## src/hdl/isc_pkg.sv

```systemverilog
// isc_pkg: types, class codes, reset values and the byte swap helper
// for the ip-id sequence classifier; no dependencies
`default_nettype none

package isc_pkg;

   localparam int unsigned ID_W   = 16;
   localparam int unsigned MIN_W  = ID_W + 1;
   localparam int unsigned SUM_W  = 32;

   // minimum trackers start above any 16-bit step
   localparam logic [MIN_W-1:0] STEP_MIN_RESET = 17'h1FFFF;

   typedef enum logic [2:0] {
      CLASS_UNKNOWN = 3'd0,
      CLASS_ZERO    = 3'd1,
      CLASS_CONST   = 3'd2,
      CLASS_ECHO    = 3'd3,
      CLASS_INCR    = 3'd4
   } class_type;

   typedef struct packed {
      logic [ID_W-1:0] probe_id;
      logic [ID_W-1:0] reply_id;
      logic            reply_ok;
      logic            last;
   } beat_type;

   typedef struct packed {
      class_type       class_code;
      logic [ID_W-1:0] min_step;
      logic [ID_W-1:0] max_step;
   } result_type;

   typedef struct packed {
      logic             started;
      logic             failed;
      logic [ID_W-1:0]  prev_id;
      logic             first_was_zero;
      logic             echo_flag;
      logic             const_flag;
      logic [MIN_W-1:0] native_min;
      logic [ID_W-1:0]  native_max;
      logic [MIN_W-1:0] swapped_min;
      logic [ID_W-1:0]  swapped_max;
      logic [SUM_W-1:0] native_sum;
      logic [SUM_W-1:0] swapped_sum;
   } run_state_type;

   localparam run_state_type RUN_RESET = '{
      started:        1'b0,
      failed:         1'b0,
      prev_id:        '0,
      first_was_zero: 1'b0,
      echo_flag:      1'b1,
      const_flag:     1'b1,
      native_min:     STEP_MIN_RESET,
      native_max:     '0,
      swapped_min:    STEP_MIN_RESET,
      swapped_max:    '0,
      native_sum:     '0,
      swapped_sum:    '0
   };

   function automatic logic [ID_W-1:0] swap16(input logic [ID_W-1:0] x);
      return {x[7:0], x[15:8]};
   endfunction

endpackage

`default_nettype wire

```

## src/hdl/isc_req_if.sv

```systemverilog
// isc_req_if: valid/ready channel carrying one probe/reply beat
// depends on isc_pkg for the id width
`default_nettype none

interface isc_req_if;
   logic                      valid;
   logic                      ready;
   logic [isc_pkg::ID_W-1:0]  probe_id;
   logic [isc_pkg::ID_W-1:0]  reply_id;
   logic                      reply_ok;
   logic                      last;

   modport source (output valid, output probe_id, output reply_id,
                   output reply_ok, output last, input ready);
   modport sink   (input valid, input probe_id, input reply_id,
                   input reply_ok, input last, output ready);
endinterface

`default_nettype wire

```

## src/hdl/isc_rsp_if.sv

```systemverilog
// isc_rsp_if: valid/ready channel carrying one classification beat
// depends on isc_pkg for the class type and id width
`default_nettype none

interface isc_rsp_if;
   logic                      valid;
   logic                      ready;
   isc_pkg::class_type        class_code;
   logic [isc_pkg::ID_W-1:0]  min_step;
   logic [isc_pkg::ID_W-1:0]  max_step;

   modport source (output valid, output class_code, output min_step,
                   output max_step, input ready);
   modport sink   (input valid, input class_code, input min_step,
                   input max_step, output ready);
endinterface

`default_nettype wire

```

## src/hdl/isc_track.sv

```systemverilog
// isc_track: per-run state registers, step update and end-of-run classification
// depends on isc_pkg
`default_nettype none

module isc_track (
   input  wire logic                clock,
   input  wire logic                reset,
   input  wire logic                step_en,
   input  wire isc_pkg::beat_type   beat,
   output isc_pkg::result_type      result
);

   isc_pkg::run_state_type state_ff;
   isc_pkg::run_state_type state_in;
   isc_pkg::run_state_type upd;
   logic [isc_pkg::ID_W-1:0] d_nat;
   logic [isc_pkg::ID_W-1:0] d_swp;
   logic [isc_pkg::ID_W-1:0] reply_swp;

   assign reply_swp = isc_pkg::swap16(beat.reply_id);
   assign d_nat     = beat.reply_id - state_ff.prev_id;
   assign d_swp     = reply_swp - isc_pkg::swap16(state_ff.prev_id);

   always_comb begin
      upd = state_ff;
      if (!beat.reply_ok) begin
         upd.failed = 1'b1;
      end else if (!state_ff.failed) begin
         if (!state_ff.started) begin
            upd.prev_id        = beat.reply_id;
            upd.first_was_zero = (beat.reply_id == '0);
         end else begin
            if ({1'b0, d_nat} < state_ff.native_min) begin
               upd.native_min = {1'b0, d_nat};
            end
            if (d_nat > state_ff.native_max) begin
               upd.native_max = d_nat;
            end
            upd.native_sum = state_ff.native_sum
                           + {{(isc_pkg::SUM_W-isc_pkg::ID_W){1'b0}}, d_nat};
            if ({1'b0, d_swp} < state_ff.swapped_min) begin
               upd.swapped_min = {1'b0, d_swp};
            end
            if (d_swp > state_ff.swapped_max) begin
               upd.swapped_max = d_swp;
            end
            upd.swapped_sum = state_ff.swapped_sum
                            + {{(isc_pkg::SUM_W-isc_pkg::ID_W){1'b0}}, d_swp};
            // echo test wins; constant test skipped on the item that clears echo
            if (state_ff.echo_flag && (beat.probe_id != beat.reply_id)
                && (beat.probe_id != reply_swp)) begin
               upd.echo_flag = 1'b0;
            end else if (state_ff.const_flag
                         && (state_ff.prev_id != beat.reply_id)) begin
               upd.const_flag = 1'b0;
            end
            upd.prev_id = beat.reply_id;
         end
      end
      upd.started = 1'b1;
   end

   // classification from the updated state
   always_comb begin
      result = '{class_code: isc_pkg::CLASS_UNKNOWN, min_step: '0, max_step: '0};
      if (!upd.failed) begin
         if (!upd.const_flag && !upd.echo_flag) begin
            result.class_code = isc_pkg::CLASS_INCR;
            if (upd.native_sum < upd.swapped_sum) begin
               result.min_step = upd.native_min[isc_pkg::ID_W-1:0];
               result.max_step = upd.native_max;
            end else begin
               result.min_step = upd.swapped_min[isc_pkg::ID_W-1:0];
               result.max_step = upd.swapped_max;
            end
         end else if (upd.const_flag) begin
            result.class_code = upd.first_was_zero ? isc_pkg::CLASS_ZERO
                                                   : isc_pkg::CLASS_CONST;
         end else begin
            result.class_code = isc_pkg::CLASS_ECHO;
         end
      end
   end

   always_comb begin
      state_in = state_ff;
      if (step_en) begin
         state_in = beat.last ? isc_pkg::RUN_RESET : upd;
      end
   end

   always_ff @(posedge clock) begin
      if (reset) begin
         state_ff <= isc_pkg::RUN_RESET;
      end else begin
         state_ff <= state_in;
      end
   end

`ifndef SYNTH
   a_sums_clear_before_start: assert property (@(posedge clock) disable iff (reset)
      !state_ff.started |-> (state_ff.native_sum == '0 && state_ff.swapped_sum == '0))
      else $error("step sums nonzero before run start");

   a_native_min_le_max: assert property (@(posedge clock) disable iff (reset)
      (state_ff.native_min != isc_pkg::STEP_MIN_RESET)
      |-> (state_ff.native_min[isc_pkg::ID_W-1:0] <= state_ff.native_max))
      else $error("native step minimum above maximum");

   a_run_clears_after_last: assert property (@(posedge clock) disable iff (reset)
      (step_en && beat.last) |=> (state_ff == isc_pkg::RUN_RESET))
      else $error("run state not cleared after last beat");
`endif

endmodule

`default_nettype wire

```

## src/hdl/ipid_sequence_classifier.sv

```systemverilog
// ipid_sequence_classifier: top level with input register, run tracker and
// result register; depends on isc_pkg, isc_req_if, isc_rsp_if, isc_track
`default_nettype none

// Classifies a run of probe/reply ip-id pairs. Each req beat carries one pair,
// a reply_ok flag (exactly one reply seen) and a last mark. The block keeps the
// previous reply id and, for native and byte-swapped order, the min, max and
// sum of the 16-bit wrapped steps between consecutive replies. The beat with
// last set yields one rsp beat: class unknown (any beat lacked a good reply),
// zero, constant, echo or incrementing; for incrementing runs min_step and
// max_step come from the byte order with the smaller step sum (byte-swapped
// on a tie), otherwise they are 0. Beats without last yield nothing. Throughput
// is one beat per clock while no last beat is held back. An accepted beat lands
// in the input register and goes through the step/classify logic into the
// result register, which drives rsp valid.
// A last beat waits in the input register only while an earlier result is
// still held in the result register and rsp.ready is low.
module ipid_sequence_classifier (
   input  wire logic  clock,
   input  wire logic  reset,
   isc_req_if.sink    req_bus,
   isc_rsp_if.source  rsp_bus
);

   // input register
   isc_pkg::beat_type   beat_ff;
   isc_pkg::beat_type   beat_in;
   logic                beat_valid_ff;
   logic                beat_valid_in;

   // result register
   isc_pkg::result_type rsp_data_ff;
   isc_pkg::result_type rsp_data_in;
   logic                rsp_valid_ff;
   logic                rsp_valid_in;

   isc_pkg::result_type result;
   logic                req_accept;
   logic                step_en;

   // a held beat moves on unless it is a last beat and the result slot is busy
   assign step_en    = beat_valid_ff
                       && (!beat_ff.last || !rsp_valid_ff || rsp_bus.ready);
   assign req_bus.ready = !beat_valid_ff || step_en;
   assign req_accept = req_bus.valid && req_bus.ready;

   always_comb begin
      beat_in       = beat_ff;
      beat_valid_in = beat_valid_ff;
      if (req_accept) begin
         beat_in       = '{probe_id: req_bus.probe_id, reply_id: req_bus.reply_id,
                           reply_ok: req_bus.reply_ok, last: req_bus.last};
         beat_valid_in = 1'b1;
      end else if (step_en) begin
         beat_valid_in = 1'b0;
      end
   end

   isc_track u_track (
      .clock   (clock),
      .reset   (reset),
      .step_en (step_en),
      .beat    (beat_ff),
      .result  (result)
   );

   always_comb begin
      rsp_data_in  = rsp_data_ff;
      rsp_valid_in = rsp_valid_ff;
      if (step_en && beat_ff.last) begin
         rsp_data_in  = result;
         rsp_valid_in = 1'b1;
      end else if (rsp_bus.ready) begin
         rsp_valid_in = 1'b0;
      end
   end

   always_ff @(posedge clock) begin
      if (reset) begin
         beat_valid_ff <= 1'b0;
         rsp_valid_ff  <= 1'b0;
      end else begin
         beat_valid_ff <= beat_valid_in;
         rsp_valid_ff  <= rsp_valid_in;
      end
   end

   // payload, no reset needed
   always_ff @(posedge clock) begin
      beat_ff     <= beat_in;
      rsp_data_ff <= rsp_data_in;
   end

   assign rsp_bus.valid      = rsp_valid_ff;
   assign rsp_bus.class_code = rsp_data_ff.class_code;
   assign rsp_bus.min_step   = rsp_data_ff.min_step;
   assign rsp_bus.max_step   = rsp_data_ff.max_step;

`ifndef SYNTH
   a_rsp_from_last: assert property (@(posedge clock) disable iff (reset)
      $rose(rsp_valid_ff) |-> $past(beat_valid_ff && beat_ff.last))
      else $error("result beat without a last input beat");

   a_stall_only_when_holding: assert property (@(posedge clock) disable iff (reset)
      !req_bus.ready |-> (beat_valid_ff && beat_ff.last && rsp_valid_ff))
      else $error("input stalled without a held last beat");

   a_steps_zero_unless_incr: assert property (@(posedge clock) disable iff (reset)
      (rsp_valid_ff && rsp_data_ff.class_code != isc_pkg::CLASS_INCR)
      |-> (rsp_data_ff.min_step == '0 && rsp_data_ff.max_step == '0))
      else $error("step fields set on non-incrementing class");
`endif

endmodule

`default_nettype wire

```

## src/flat_wrapper.sv

```systemverilog
// flat-port wrapper written by rule: the top's interface ports become plain ports
module ipid_sequence_classifier_flat 
  (clock, reset, req_bus_valid, req_bus_probe_id, req_bus_reply_id, req_bus_reply_ok, req_bus_last, req_bus_ready, rsp_bus_valid, rsp_bus_class_code, rsp_bus_min_step, rsp_bus_max_step, rsp_bus_ready);
  isc_req_if req_bus_i ();
  isc_rsp_if rsp_bus_i ();
  input  wire logic clock;
  input  wire logic reset;
  input wire logic [$bits(req_bus_i.valid)-1:0] req_bus_valid;
  input wire logic [$bits(req_bus_i.probe_id)-1:0] req_bus_probe_id;
  input wire logic [$bits(req_bus_i.reply_id)-1:0] req_bus_reply_id;
  input wire logic [$bits(req_bus_i.reply_ok)-1:0] req_bus_reply_ok;
  input wire logic [$bits(req_bus_i.last)-1:0] req_bus_last;
  output wire logic [$bits(req_bus_i.ready)-1:0] req_bus_ready;
  output wire logic [$bits(rsp_bus_i.valid)-1:0] rsp_bus_valid;
  output wire logic [$bits(rsp_bus_i.class_code)-1:0] rsp_bus_class_code;
  output wire logic [$bits(rsp_bus_i.min_step)-1:0] rsp_bus_min_step;
  output wire logic [$bits(rsp_bus_i.max_step)-1:0] rsp_bus_max_step;
  input wire logic [$bits(rsp_bus_i.ready)-1:0] rsp_bus_ready;
  assign req_bus_i.valid = req_bus_valid;
  assign req_bus_i.probe_id = req_bus_probe_id;
  assign req_bus_i.reply_id = req_bus_reply_id;
  assign req_bus_i.reply_ok = req_bus_reply_ok;
  assign req_bus_i.last = req_bus_last;
  assign req_bus_ready = req_bus_i.ready;
  assign rsp_bus_valid = rsp_bus_i.valid;
  assign rsp_bus_class_code = rsp_bus_i.class_code;
  assign rsp_bus_min_step = rsp_bus_i.min_step;
  assign rsp_bus_max_step = rsp_bus_i.max_step;
  assign rsp_bus_i.ready = rsp_bus_ready;
  ipid_sequence_classifier u_core (.clock(clock), .reset(reset), .req_bus(req_bus_i), .rsp_bus(rsp_bus_i));
endmodule
```

## config.mk

```make
export PLATFORM = sky130hd
export DESIGN_NAME = ipid_sequence_classifier_flat
export DESIGN_NICKNAME = d
export VERILOG_FILES = /design/src/hdl/isc_pkg.sv /design/src/hdl/isc_req_if.sv /design/src/hdl/isc_rsp_if.sv /design/src/hdl/isc_track.sv /design/src/hdl/ipid_sequence_classifier.sv /design/src/flat_wrapper.sv
export SDC_FILE = /design/constraint.sdc
export NUM_CORES = 1
export LEC_CHECK = 0
export ABC_AREA = 1
export BUFFER_PORTS_ARGS = -buffer_cell sky130_fd_sc_hd__buf_2
export CAP_MARGIN = 15
export CELL_PAD_IN_SITES_DETAIL_PLACEMENT = 0
export CELL_PAD_IN_SITES_GLOBAL_PLACEMENT = 1
export CORE_MARGIN = 3
export CORE_UTILIZATION = 46
export DETAILED_ROUTE_END_ITERATION = 7
export GPL_TIMING_DRIVEN = 0
export PLACE_DENSITY = 0.9
export SLEW_MARGIN = 10
export SYNTH_ARGS = -nofsm -noshare
export SYNTH_HDL_FRONTEND = slang
export SYNTH_HIERARCHICAL = 1
export SYNTH_SLANG_ARGS = --single-unit
```

## constraint.sdc

```tcl
create_clock -name clock -period 6.65 [get_ports clock]
set_input_delay 1.995 -clock clock [delete_from_list [all_inputs] [get_ports clock]]
set_output_delay 1.995 -clock clock [all_outputs]
set_load 0.005 [all_outputs]
```

## After elaboration in Yosys (flattened, before gate mapping)

Cells that the tools add are included.

| word-level totals | value |
|---|---|
| input port bits | 38 |
| output and inout bits | 37 |
| word-level logic and storage cells | 86 |
| register bits | 222 |

| cells by class | value |
|---|---|
| $add $sub $neg | 4 |
| bitwise gates (word level) | 1 |
| reductions and logical operators | 27 |
| equality and inequality tests | 4 |
| mux-type cells | 21 |
| magnitude comparators | 5 |

Operators by type and width:

| cell | count |
|---|---|
| 149-bit 2-to-1 mux | 2 |
| 151-bit 2-to-1 mux | 1 |
| 132-bit 2-to-1 mux | 1 |
| 32-bit by 16-bit adder with 32-bit output | 2 |
| 16-bit inequality test | 3 |
| 16-bit by 17-bit less-than comparator with 1-bit output | 2 |
| 17-bit 2-to-1 mux | 2 |
| 16-bit > comparator | 2 |
| 32-bit less-than comparator | 1 |
| 16-bit 2-to-1 mux | 2 |
| 32-bit 2-to-1 mux | 1 |
| 16-bit subtractor | 2 |
| 16-bit logical NOT | 1 |
| 2-bit nonzero test | 6 |
| 5-bit AND reduction | 2 |
| 1-bit 2-to-1 mux | 9 |
| 1-bit logical AND | 7 |
| 1-bit logical NOT | 5 |
| 2-bit 2-to-1 mux | 2 |
| 2-bit OR reduction | 2 |
| 1-bit logical OR | 3 |
| 3-bit 2-to-1 mux | 1 |
| 3-bit AND reduction | 1 |
| 2-bit by 1-bit inequality test with 1-bit output, second input constant | 1 |
| 1-bit NOT | 1 |

## Logic depth before layout (Yosys ltp)

| depth | value |
|---|---|
| depth in word-level cells | 11 |
| gate-level depth with buffers | 34 |
| gate-level depth less buffers | 33 |

## Cells and area by module

Netlist, hierarchy kept.

By module, submodules not included:

| module | times used | seq. area each (um2) | cells each | area each (um2) |
|---|---|---|---|---|
| isc_track | 1 | 3022.9 | 2251 | 13913.3 |
| ipid_sequence_classifier | 1 | 2112.0 | 87 | 2190.9 |

## Worst setup path after synthesis

Ideal clock, no wire load.

| timing | value |
|---|---|
| kind | reg2reg |
| start | reg u_core/beat_ff[2] (netlist name) |
| end | reg u_core.rsp_data_ff, in the netlist u_core/rsp_bus.max_step[4], data pin |
| path buffers | 1 |
| cell stages (with the launch flop) | 32 |
| setup slack | 1.814 ns |
| data arrival time | 4.581 ns |
| clock period less this slack | 4.836 ns |
| data required time | 6.395 ns |
| library setup time | 0.255 ns |
| cells stage by stage | edfxtp_1 inv_1 ha_1 inv_1 fa_1 nand2_1 nand2_1 nand2_1 nand2_1 nand2_1 nand2_1 or2_1 nand2_1 inv_1 ha_1 a21oi_1 o21ai_0 a21oi_1 nand3_1 nand2_1 xor2_1 inv_2 ha_1 a21oi_1 o21ai_0 nand2_1 o211ai_1 a31oi_1 buf_2 nand3_1 nand2_1 nor2_1 |

| on the way | value |
|---|---|
| word-level cells in the longest chain between the ends | 11 |
| elaborated cells on any way between the ends | 27 |
| classes of those cells | add/sub (4); order compare (3); eq/ne (3); mux (9); bitwise (1); reduce/logical (7) |

Ends and longest elaborated chain:

| what | RTL line | RTL |
|---|---|---|
| start, declared | ipid_sequence_classifier.sv:26 | `isc_pkg::beat_type beat_ff;` |
| start signal, assigned | ipid_sequence_classifier.sv:90 | `beat_ff <= beat_in;` |
| parallel branches: the longest is 4 deep, another holds 32-bit by 16-bit adder with 32-bit output | - |  |
| 132-bit 2-to-1 mux (*) | isc_track.sv:29 | `if (!state_ff.started) begin` |
| 149-bit 2-to-1 mux (*) | isc_track.sv:28 | `end else if (!state_ff.failed) begin` |
| 149-bit 2-to-1 mux (*) | isc_track.sv:26 | `if (!beat.reply_ok) begin` |
| parallel branches: the longest is 4 deep, another holds 32-bit less-than comparator | - |  |
| end signal, assigned | ipid_sequence_classifier.sv:91 | `rsp_data_ff <= rsp_data_in;` |
| end, declared | ipid_sequence_classifier.sv:32 | `isc_pkg::result_type rsp_data_ff;` |

Every way passes the cells marked *. The select of a mux whose other input is x is not followed.
A chain may end at the register's enable or synchronous reset.

## Worst setup path after layout

| timing | value |
|---|---|
| start | reg u_core/beat_ff[4] (netlist name) |
| end | reg u_core.rsp_data_ff, in the netlist u_core/rsp_bus.min_step[4], data pin |

The elaborated chain is that of the path after synthesis.

==> metrics.md <==
| Metric | Value |
|---|---|
| TritonCTS clock tree | `built` |
| Clock Skew | `0.0135 ns` |
| Via count | `16.0k` |
| Setup_tns | `0 ns` |
| Worst reg2reg path startpoint | `u_core/beat_ff[4]$_DFFE_PP_` |
| GR Util All Layers | `0.279` |
| Clk Tree Root Cell | `clkbuf_16` |
| Max IR drop VDD | `0.227 mV` |
| Hold Fails Final Rpt | `0` |
| Peak per-stage delay on the critical path | `0.76 ns` |
| Clock transition at path regs | `0.06 ns` |
| Pwr Total | `3.76 mW` |
| Die width | `193 um` |
| I/O pin cnt | `75` |
| Crit share post-route | `0.936` |
| Layout cells sized above 1 | `0.0835` |
| Sequential-to-total area share from yosys stat | `0.319` |
| Number of global-route vias before repair | `14.8k` |
| Setup crit start | `u_core/beat_ff[4]$_DFFE_PP_` |
| Arr. time, crit path | `6.51 ns` |
| R2R cell count | `28` |
| Fillers | `3394` |
| Cell with the most instances after synthesis | `nand2_1` |
| Most frequent CP cell | `nand2_1` |
| DR pass1 iterations | `6` |
| Synth Area in Adders | `0.116` |
| Peak Freq | `0.161 GHz` |
| Post-synth EDFFs | `69` |
| Core ar. | `34000 um2` |
| Grt total ovfl | `0` |
| # rows | `67` |
| Reg-to-reg setup timing slack | `0.43 ns` |
| Leak | `8.03 nW` |
| Max_cap viols | `0` |
| Hold buffers post-CTS | `0` |
| Yosys reg bits | `222` |
| Slew of the pin with the lowest slew margin | `1.12 ns` |
| WP data required | `6.94 ns` |
| Routed Wire Length | `52200 um` |
| Port Buffer Count | `74` |
| CP Capture Type | `register` |
| CTS Buf Count | `27` |
| Xor-xnor portion of the synthesized cell area | `0.0417` |
| Ant diodes | `0` |
| DP HPWL | `40700 um` |
| Area growth syn-to-layout | `12.2%` |
| CTS HTree Levels | `1` |
| Power per cell area | `208 nW/um2` |
| Setup slack after placement | `0.0647 ns` |
| Dominant synthesized flop cell | `dfxtp_1` |
| Synth cell types | `52` |
| Ys Warns | `6` |
| Initial Util | `0.473` |
| Slew headroom | `0.249` |
| RSZ-0062 raised after global routing | `no` |
| Crit path to | `u_core/rsp_bus.min_step[4]$_DFFE_PP_` |
| Crit-path slowest cell | `xor2_1` |
| Worst Hold Class | `register to register` |
| Clock sink count | `222` |
| Ranking of synthesized cells by area | `dfxtp_1 19%, nand2_1 16%, edfxtp_1 13%` |
| Final hold slack | `0.465 ns` |
| Yosys top cell area share | `0.190` |
| First-pass GRT wire length | `81200 um` |
| Commonest cells post-synth | `676 x nand2_1, 274 x inv_1, 216 x a21oi_1` |
| Post-DR wirelength/cell | `17.9 um` |
| Largest family of logic cells by synthesized area | `simple AND/OR/NAND/NOR gates` |
| Die height | `193 um` |
| Synth async-reset ratio | `0` |
| Synth Area in Simple Gates | `0.280` |
| Die area | `37300 um2` |
| Fin nets | `2631` |
| Avg Inst Size Synth | `6.89 um2` |
| Net Count, Synth | `2523` |
| Initial antenna violation count | `1` |
| Crit-path max FO | `10` |
| Synthesized area | `16100 um2` |
| Final min period | `6.22 ns` |
| Reg2reg end | `u_core/rsp_bus.min_step[4]$_DFFE_PP_` |
| Largest area contributor in the netlist | `dfxtp_1` |
| DRC | `0` |
| Mux contribution to synthesized area | `0.000622` |
| Routed Antenna Nets | `0` |
| Pin count of the biggest net entering global routing | `36` |
| Maximum clock path buffer count | `3` |
| Slew Limit Fails | `0` |
| Kind of critical path | `register to register` |
| Vias per Instance | `5.47` |
| Status | `complete, no violations` |
| # setup viols final | `0` |
| Clk Latency, worst-skew pair | `0.55 ns` |
| Startpoint types | `register` |
| Final estimated routing congestion in global placement | `0.956` |
| Initial detailed-routing violation count | `1284` |
| Mapped Cells | `2338` |
| Compound-Gate Fraction of Synth Area | `0.154` |
| Setup ws final | `0.427 ns` |
## layer usage
metal	global-route usage	vias up	part of all wire
met3	0.0432	90	0.070
met1	0.389	7422	0.46
met5	0	-	0
met2	0.447	500	0.44
li1	-	7941	-
met4	0.0812	0	0.030
## kinds of logic after synthesis
family | Yosys count
simple gates | 1075
compound gates | 453
buf+inv | 365
flops | 222
fa+ha+maj | 147
xor+xnor | 75
mux | 1
## through the flow
stage          std cells  area (um2)  utilization
2_1_floorplan       2338       16100            -
3_3_place_gp        2860       17000        0.501
3_5_place_dp        2860       17000        0.501
4_1_cts             2909       18000        0.528
5_1_grt             2914       18100        0.531
6_report            2914       18100        0.531
## area by class of cell
cell class              instances  area (um2)  share of cell area
inverters                     282        1060              0.0586
multi-input cells            1751        9580               0.530
flip-flops and latches        222        5130               0.284
plain buffers                  83         388              0.0215
clock inverters                 9         126             0.00700
well taps                     448         561              0.0310
clock buffers                  40         788              0.0436
repair buffers                 79         428              0.0237
## power breakdown
part | switching, mW | internal, mW
registers | 0.0238 | 1.42
logic | 0.538 | 0.249
clock network | 0.594 | 0.934
## state kept, by name, indices dropped and copies added (netlist names)
signal                     cells
u_core/rsp_bus.class_code      3
u_core/beat_ff                34
u_core/beat_valid_ff           1
u_core/u_track/state_ff      151
u_core/rsp_bus.max_step       16
u_core/rsp_bus.min_step       16
u_core/rsp_bus.valid           1
## cells in the final DEF (no fill, tap or decap), types with 69 or more instances in the layout
| master | instances |
|---|---|
| nand2_1 | 676 |
| inv_1 | 273 |
| a21oi_1 | 216 |
| nor2_1 | 159 |
| dfxtp_1 | 153 |
| ha_1 | 143 |
| nand3_1 | 127 |
| o21ai_0 | 98 |
| buf_2 | 93 |
| edfxtp_1 | 69 |
## worst max-delay path, delay by kind of cell (launching register included)
| family | cells | cell delay (ns) |
|---|---|---|
| xor+xnor | 1 | 0.76 |
| flops | 1 | 0.51 |
| buf+inv | 3 | 0.42 |
| compound gates | 8 | 1.95 |
| simple gates | 13 | 1.14 |
| fa+ha+maj | 3 | 1.17 |
## timing repair
action                                 4_1_cts  5_1_grt
resized for setup                            0       10
setup buffers                                0        4
endpoints found under the hold margin        0        0
setup endpoints to repair                    0       32
## how the worst min path moves through the flow
stage | slack, ns | cells past startpoint | start | endpoint
3_3_place_gp | 0.45 | 2 | u_core/u_track/state_ff[126]$_SDFFE_PP1P_ | u_core/u_track/state_ff[126]$_SDFFE_PP1P_
6_report | 0.46 | 2 | u_core/u_track/state_ff[96]$_SDFFE_PP1P_ | u_core/u_track/state_ff[96]$_SDFFE_PP1P_
3_5_place_dp | 0.45 | 2 | u_core/u_track/state_ff[116]$_SDFFE_PP1P_ | u_core/u_track/state_ff[116]$_SDFFE_PP1P_
5_1_grt | 0.49 | 2 | u_core/u_track/state_ff[66]$_SDFFE_PP0P_ | u_core/u_track/state_ff[66]$_SDFFE_PP0P_
2_1_floorplan | 0.43 | 2 | u_core/u_track/state_ff[96]$_SDFFE_PP1P_ | u_core/u_track/state_ff[96]$_SDFFE_PP1P_
4_1_cts | 0.46 | 2 | u_core/u_track/state_ff[96]$_SDFFE_PP1P_ | u_core/u_track/state_ff[96]$_SDFFE_PP1P_
No activity file was read; power rests on OpenSTA's default activity.
